`config.mk`:
```
export PLATFORM = sky130hd
export DESIGN_NAME = qla_alu
export DESIGN_NICKNAME = d
export VERILOG_FILES = /design/src/qla_pkg.sv /design/src/qla_alu.sv
export SDC_FILE = /design/constraint.sdc
export NUM_CORES = 2
export LEC_CHECK = 0
export ABC_CLOCK_PERIOD_IN_PS = 3490
export BUFFER_PORTS_ARGS = -buffer_cell sky130_fd_sc_hd__buf_2
export CORE_MARGIN = 2
export CORE_UTILIZATION = 60
export CTS_CLUSTER_DIAMETER = 150
export CTS_CLUSTER_SIZE = 14
export DETAILED_ROUTE_END_ITERATION = 8
export PLACE_DENSITY = 0.84
export SYNTH_ARGS = -nofsm -noshare
export SYNTH_HDL_FRONTEND = slang
export SYNTH_SLANG_ARGS = --single-unit
```
`constraint.sdc`:
```
create_clock -name clk -period 3.49 [get_ports clk]
set_clock_uncertainty 0.15 [all_clocks]
set_input_delay 0.349 -clock clk [delete_from_list [all_inputs] [get_ports clk]]
set_output_delay 0.349 -clock clk [all_outputs]
set_load 0.05 [all_outputs]
```
`src/qla_pkg.sv`:
```
package qla_pkg;

	// fixed field widths
	localparam int STATE_IN_W = 8;
	localparam int ACTION_IN_W = 4;
	localparam int VALUE_W = 32;
	localparam int FRAC_W = 16;
	localparam int WORD_W = 16;
	localparam int COUNT_W = 5;

	// configuration port
	localparam int CFG_IDX_W = 4;
	localparam int CFG_DATA_W = 16;

	localparam logic [CFG_IDX_W-1:0] CFG_ACTIONS_IN_USE = 4'd0;
	localparam logic [CFG_IDX_W-1:0] CFG_LEARNING_RATE = 4'd1;
	localparam logic [CFG_IDX_W-1:0] CFG_DISCOUNT_FACTOR = 4'd2;
	localparam logic [CFG_IDX_W-1:0] CFG_EXPLORE_THRESHOLD = 4'd3;

	localparam logic [COUNT_W-1:0] RST_ACTIONS_IN_USE = 5'd16;
	localparam logic [FRAC_W-1:0] RST_LEARNING_RATE = 16'd6554;
	localparam logic [FRAC_W-1:0] RST_DISCOUNT_FACTOR = 16'd62259;
	localparam logic [FRAC_W-1:0] RST_EXPLORE_THRESHOLD = 16'd6554;

	// multiply-accumulate unit widths
	localparam int OPND_W = 35;
	localparam int SUM_W = 37;
	localparam int PROD_W = FRAC_W + 1 + OPND_W;

	localparam logic signed [VALUE_W-1:0] Q_MAX = 32'sh7FFF_FFFF;
	localparam logic signed [VALUE_W-1:0] Q_MIN = 32'sh8000_0000;

	// restoring remainder, one bit of the random word a step
	localparam int MOD_STEPS = WORD_W;
	localparam int MOD_CNT_W = $clog2(MOD_STEPS);

	typedef struct packed {
		logic go;
		logic [FRAC_W-1:0] coef;
		logic signed [OPND_W-1:0] operand;
		logic signed [SUM_W-1:0] addend;
	} alu_req_t;

	typedef struct packed {
		logic done;
		logic signed [SUM_W-1:0] value;
	} alu_rsp_t;

endpackage

```
`src/qla_alu.sv`:
```
// result = addend + floor(coef * operand / 2^16), coef unsigned Q0.16
// registered in order: product register, then sum register
module qla_alu (
	input logic clk,
	input logic arst_n,
	input qla_pkg::alu_req_t req,
	output qla_pkg::alu_rsp_t rsp
);

	logic vld_s1;
	logic done_s2;
	logic signed [qla_pkg::PROD_W-1:0] prod_s1;
	logic signed [qla_pkg::SUM_W-1:0] addend_s1;
	logic signed [qla_pkg::SUM_W-1:0] sum_s2;

	always_ff @(posedge clk or negedge arst_n) begin
		if (!arst_n) begin
			vld_s1 <= 1'b0;
			done_s2 <= 1'b0;
		end else begin
			vld_s1 <= req.go;
			done_s2 <= vld_s1;
		end
	end

	always_ff @(posedge clk) begin
		if (req.go) begin
			prod_s1 <= $signed({1'b0, req.coef}) * req.operand;
			addend_s1 <= req.addend;
		end
		// dropping the low bits of a signed product floors it
		sum_s2 <= addend_s1 +
			qla_pkg::SUM_W'($signed(prod_s1[qla_pkg::PROD_W-1:qla_pkg::FRAC_W]));
	end

	assign rsp.done = done_s2;
	assign rsp.value = sum_s2;

endmodule

```
## Word-level counts from Yosys, hierarchy flattened

Cells that the tools add are included.
Widths: inputs -> output; s select.

| word-level totals | value |
|---|---|
| word-level logic and storage cells | 7 |
| output and inout bits | 38 |
| input bits | 91 |
| flip-flop bits (word level) | 128 |

| operators by class | value |
|---|---|
| add/sub/neg operators | 1 |
| multiply operators | 1 |

Operator list:

| kind | number |
|---|---|
| $mul 17x35->52 | 1 |
| $add 37x36->37 | 1 |

## Longest topological paths before layout

| depth | value |
|---|---|
| word-level depth | 1 |
| gate-level depth with buffers | 25 |
| mapped depth without buffers | 24 |

## Worst setup path after synthesis

No wires, ideal clock.

| path | value |
|---|---|
| path kind | input port to flip-flop |
| start | in req[80] (netlist bit) |
| end | reg prod_s1[50] (netlist bit) (data pin) |
| cell stages on the path | 24 |
| arrival time | 6.065 ns |
| setup slack | -2.981 ns |
| required time | 3.084 ns |
| path buffers | 2 |
| setup time | 0.256 ns |
| cells stage by stage | clkbuf_1 > clkbuf_1 > nand2_1 > fa_1 > inv_1 > fa_1 > inv_1 > fa_1 > inv_1 > fa_1 > fa_1 > inv_1 > fa_1 > inv_1 > ha_1 > a21oi_1 > o21ai_1 > nor4_4 > o21ai_2 > a31oi_4 > a31o_2 > a21oi_2 > or4b_1 > o211a_1 |

| on the way | value |
|---|---|
| longest elaborated chain between the ends | 1 |

RTL lines:

| item | line | text |
|---|---|---|
| start, declared | qla_alu.sv:6 | `input qla_pkg::alu_req_t req,` |
| $mul 17x35->52 | qla_alu.sv:28 | `prod_s1 <= $signed({1'b0, req.coef}) * req.operand;` |
| end signal, assigned | qla_alu.sv:28 |  |
| end, declared | qla_alu.sv:12 | `logic signed [qla_pkg::PROD_W-1:0] prod_s1;` |

No other way between the ends.
A chain may end at the register's enable or synchronous reset.

## Final worst setup path

| path | value |
|---|---|
| start | in req[79] (netlist bit) |
| end | reg prod_s1[50] (netlist bit) (data pin) |

The elaborated chain is that of the path after synthesis.

==> results <==
- The cell at the root of the clock tree is sky130_fd_sc_hd__clkbuf_16.
- In the layout the commonest cells are sky130_fd_sc_hd__inv_1, sky130_fd_sc_hd__fa_1, sky130_fd_sc_hd__nand2_1.
- The antenna diode instance count is 0.
- By instance count, the cell type seen most on the critical path is sky130_fd_sc_hd__fa_1.
- The via count of the first global-routing pass is 21782.
- After filler insertion, the fill cell instance count of the layout stands at 2449.
- The die covers 41370 µm².
- The I/O pin count is 129.
- The category of cells accounting for the largest share of critical-path delay is adder cells.
- The final setup TNS is -86.65 ns.
- The delay of the slowest cell on the worst path is 0.57 ns.
- The initial utilization of the core area, before any placement, comes to 0.6045.
- The post-synthesis instance total is 2549.
- Buffers placed on the I/O ports in this run total 128.
- Measured against its own limit, the worst slew margin works out to 0.3353.
- The clock latency at the later pin of the worst-skew pair is 0.37 ns.
- For hold timing, the worst endpoint is addend_s1[14]$_DFFE_PP_.
- The pre-antenna-repair detailed-routing pass consisted of 5 iterations.
- The run finished, with violations left.
- The violation count after the first detailed-routing iteration is 1467.
- The most used flip-flop cell after synthesis is sky130_fd_sc_hd__edfxtp_1.
- The path type of the worst min-delay path is input pin to flip-flop.
- Max-cap violations in this run came to 0.
- The endpoint arrival time on the critical path is 6.12 ns.
- At the worst endpoint, the required time is 3.47 ns.
- The detailed-route vias per instance is 5.615.
- For this block, the routed nets add up to 70330 µm of wire.
- The net count after synthesis is 3327.
- For this run, design rule violations remaining after detail routing come to 0.
- After synthesis the cells add up to 23850 µm².
- Global routing finished with a remaining overflow of 0.
- The slack of the worst reg-to-reg path is 0.23 ns.
- The number of setup violations in the final report is 36.
- The core area is 39460 µm².
- For this run, asynchronously set or reset flops after synthesis account for 0.01786.
- The routed length per placed instance is 20.37 µm.
- The critical path goes through buf_12 > buf_6 > and2_4 > fa_1 > inv_2 > fa_2 > fa_1 > fa_1 > inv_1 > fa_1 > inv_1 > fa_1 > inv_2 > ha_4 > a21oi_4 > nand2_2 > nor4_4 > o21ai_4 > a31oi_4 > a31o_4 > a21oi_4 > or4b_1 > o211a_1.
- The number of clock sinks seen by CTS is 112.
- The first global-routing pass estimated 110700 µm of wire.
- In this run the mean area of a mapped cell was 9.358 µm².
- The count of antenna-violating nets left after detailed routing is 0.
- The worst hold path begins at req[14].
- TritonCTS built the clock tree.
- The number of levels in the clock H-tree is 3.
- Measured along the y axis, the die boundary spans 203.4 µm.
- The achievable frequency is 162.8 MHz.
- The smallest clock period supported by the final layout is computed as 6.143 ns.
- The final hold violation count came to 0.
- The Yosys step of the flow raised 0 warnings.
- The minimum setup slack in the final design is -2.653 ns.
- STA classifies the critical path startpoint as an input pin.
- Of the available clock period, the critical path in the final layout requires 1.760.
- The number of stages on the worst hold path is 1.
- The layout-stage area growth over the synthesis result is 22.48%.
- At the pin with the least slew margin, the transition time is 0.9970 ns.
- The commonest non-fill, non-tap cell in the layout is sky130_fd_sc_hd__inv_1.
- STA classifies the critical path endpoint as a flip-flop.
- The post-synthesis cell type count is 67.
- The all-layer global routing usage is 0.3459.
- In the final design database the tool counted 3701 nets.
- After clock tree synthesis, the clock-pin slew on the worst setup and hold paths is 0.08 ns.
- The number of enable-type register cells in the synthesized netlist is 73.
- Of all nets on the critical path, the largest fanout is 21.
- At the end of routability-driven placement, the weighted congestion stood at 0.9268.
- In this run, CTS created clock tree buffers numbering 9.
- The category of the most critical setup path is input pin to flip-flop.
- The share of layout cells above drive strength 1 is 0.2217.
- The beginning of the worst register-to-register path is prod_s1[23]$_DFFE_PP_.
- The sequential cell area fraction in the yosys report is 0.1251.
- The destination of the worst register-to-register timing path is sum_s2[36]$_DFF_P_.
- Detailed placement finished with a half-perimeter wire length of 52880 µm.
- The floorplan has 73 rows.
- The routed layout has 19390 vias.
- Among all stages on the critical path, the largest delay is contributed by sky130_fd_sc_hd__fa_2.
- The longest clock path from root to sink contains 2 buffers.
- The number of pins with negative max-slew slack in the final report is 0.
- The width of the die is 203.4 µm.
- The number of buffers and inverters on the critical path is 6.
- The maximum number of pins on one net before global-route repair is 75.
- The number of cells on the worst reg-to-reg path is 11.
- The checks that failed: setup timing.
- After synthesis the netlist holds a flip-flop and latch count of 112.
- The number of antenna violations at the first check in global routing is 0.
- Setup repair after global routing could not meet its margin everywhere.
## kinds of logic (layout without fill, tap and decap cells)
logic type	Yosys count	after routing	synth area share
AOI/OAI and AO/OA	221	221	0.06164
xor gates and xnor gates	73	73	0.02680
adders and majority gates	687	687	0.5272
buffers and inverters	748	1127	0.1181
DFF	112	112	0.1251
muxes	2	2	0.0008393
and+or+nand+nor	706	706	0.1404
## area by class of cell
cell class / instances / area [µm²] / share of cell area
clock inverters: 7 / 85.08 / 0.002912
well taps: 525 / 656.9 / 0.02248
repair buffers: 466 / 3948 / 0.1351
clock buffers: 9 / 225.2 / 0.007709
flip-flops and latches: 112 / 2983 / 0.1021
inverters: 645 / 2426 / 0.08304
multi-input cells: 1689 / 18890 / 0.6466
## registers in the layout, summed over array words and instances, names as in the netlist
signal,flops
vld_s1,1
prod_s1,36
done_s2,1
addend_s1,37
sum_s2,37
## worst max path at each step
| stage | from | endpoint | depth (start not counted) |
|---|---|---|---|
| floorplan | req[83] | prod_s1[50]$_DFFE_PP_ | 23 |
| global placement | req[79] | prod_s1[50]$_DFFE_PP_ | 23 |
| detailed placement | req[79] | prod_s1[50]$_DFFE_PP_ | 23 |
| CTS | req[76] | prod_s1[50]$_DFFE_PP_ | 22 |
| global route | req[46] | prod_s1[50]$_DFFE_PP_ | 22 |
| finish | req[79] | prod_s1[50]$_DFFE_PP_ | 23 |
## cells in the mapped netlist, types with 33 or more instances
cell | n | area [µm²]
sky130_fd_sc_hd__ha_1 | 157 | 1964
sky130_fd_sc_hd__and2_1 | 204 | 1276
sky130_fd_sc_hd__nand2_1 | 398 | 1494
sky130_fd_sc_hd__clkbuf_1 | 98 | 367.9
sky130_fd_sc_hd__fa_1 | 530 | 10610
sky130_fd_sc_hd__a21o_1 | 33 | 247.7
sky130_fd_sc_hd__nor2_1 | 39 | 146.4
sky130_fd_sc_hd__dfxtp_1 | 37 | 740.7
sky130_fd_sc_hd__xnor2_1 | 54 | 473.0
sky130_fd_sc_hd__inv_1 | 644 | 2417
sky130_fd_sc_hd__a21oi_1 | 73 | 365.4
sky130_fd_sc_hd__edfxtp_1 | 73 | 2192
## metrics by stage
stage | utilization | setup WS [ns] | cells | area [µm²] | hold slack [ns]
floorplan | - | -2.551 | 2549 | 24460 | -0.09659
global placement | 0.6923 | -3.053 | 3380 | 27320 | -0.01630
detailed placement | 0.6923 | -3.218 | 3380 | 27320 | -0.01245
CTS | 0.7306 | -2.543 | 3441 | 28830 | 0.0001671
global route | 0.7404 | -2.786 | 3453 | 29220 | 0.001422
finish | 0.7404 | -2.653 | 3453 | 29220 | 0.004843
## per-layer routing
layer | vias to the layer above | wire [µm] | track usage
li1 | 8276 | - | -
met1 | 9716 | 25210 | 0.4225
met2 | 1102 | 34410 | 0.5950
met3 | 296 | 7233 | 0.08245
met4 | 0 | 3467 | 0.1361
met5 | - | 0 | 0
## worst register-to-register path, stage by stage, from the launching register on
cell and delay [ns]:
sky130_fd_sc_hd__edfxtp_1 0.39, sky130_fd_sc_hd__ha_1 0.38, sky130_fd_sc_hd__a21o_1 0.20, sky130_fd_sc_hd__or3_4 0.35, sky130_fd_sc_hd__o221ai_2 0.37, sky130_fd_sc_hd__a311oi_2 0.22
sky130_fd_sc_hd__a221o_1 0.35, sky130_fd_sc_hd__o211a_1 0.26, sky130_fd_sc_hd__o21ai_2 0.16, sky130_fd_sc_hd__a21boi_2 0.09, sky130_fd_sc_hd__mux2i_1 0.19, sky130_fd_sc_hd__a211oi_2 0.05
## timing repair
action | 4_1_cts | 5_1_grt
hold buffers | 14 | 1
pin swaps | 74 | 58
hold endpoints to repair | 15 | 1
resized for setup | 191 | 68
setup buffers | 26 | 11
endpoints found under the setup margin | 36 | 37
gates cloned | 7 | 1
Power is not shown: default switching activity piles up to over one toggle a cycle in this logic, so the estimate is an artifact.
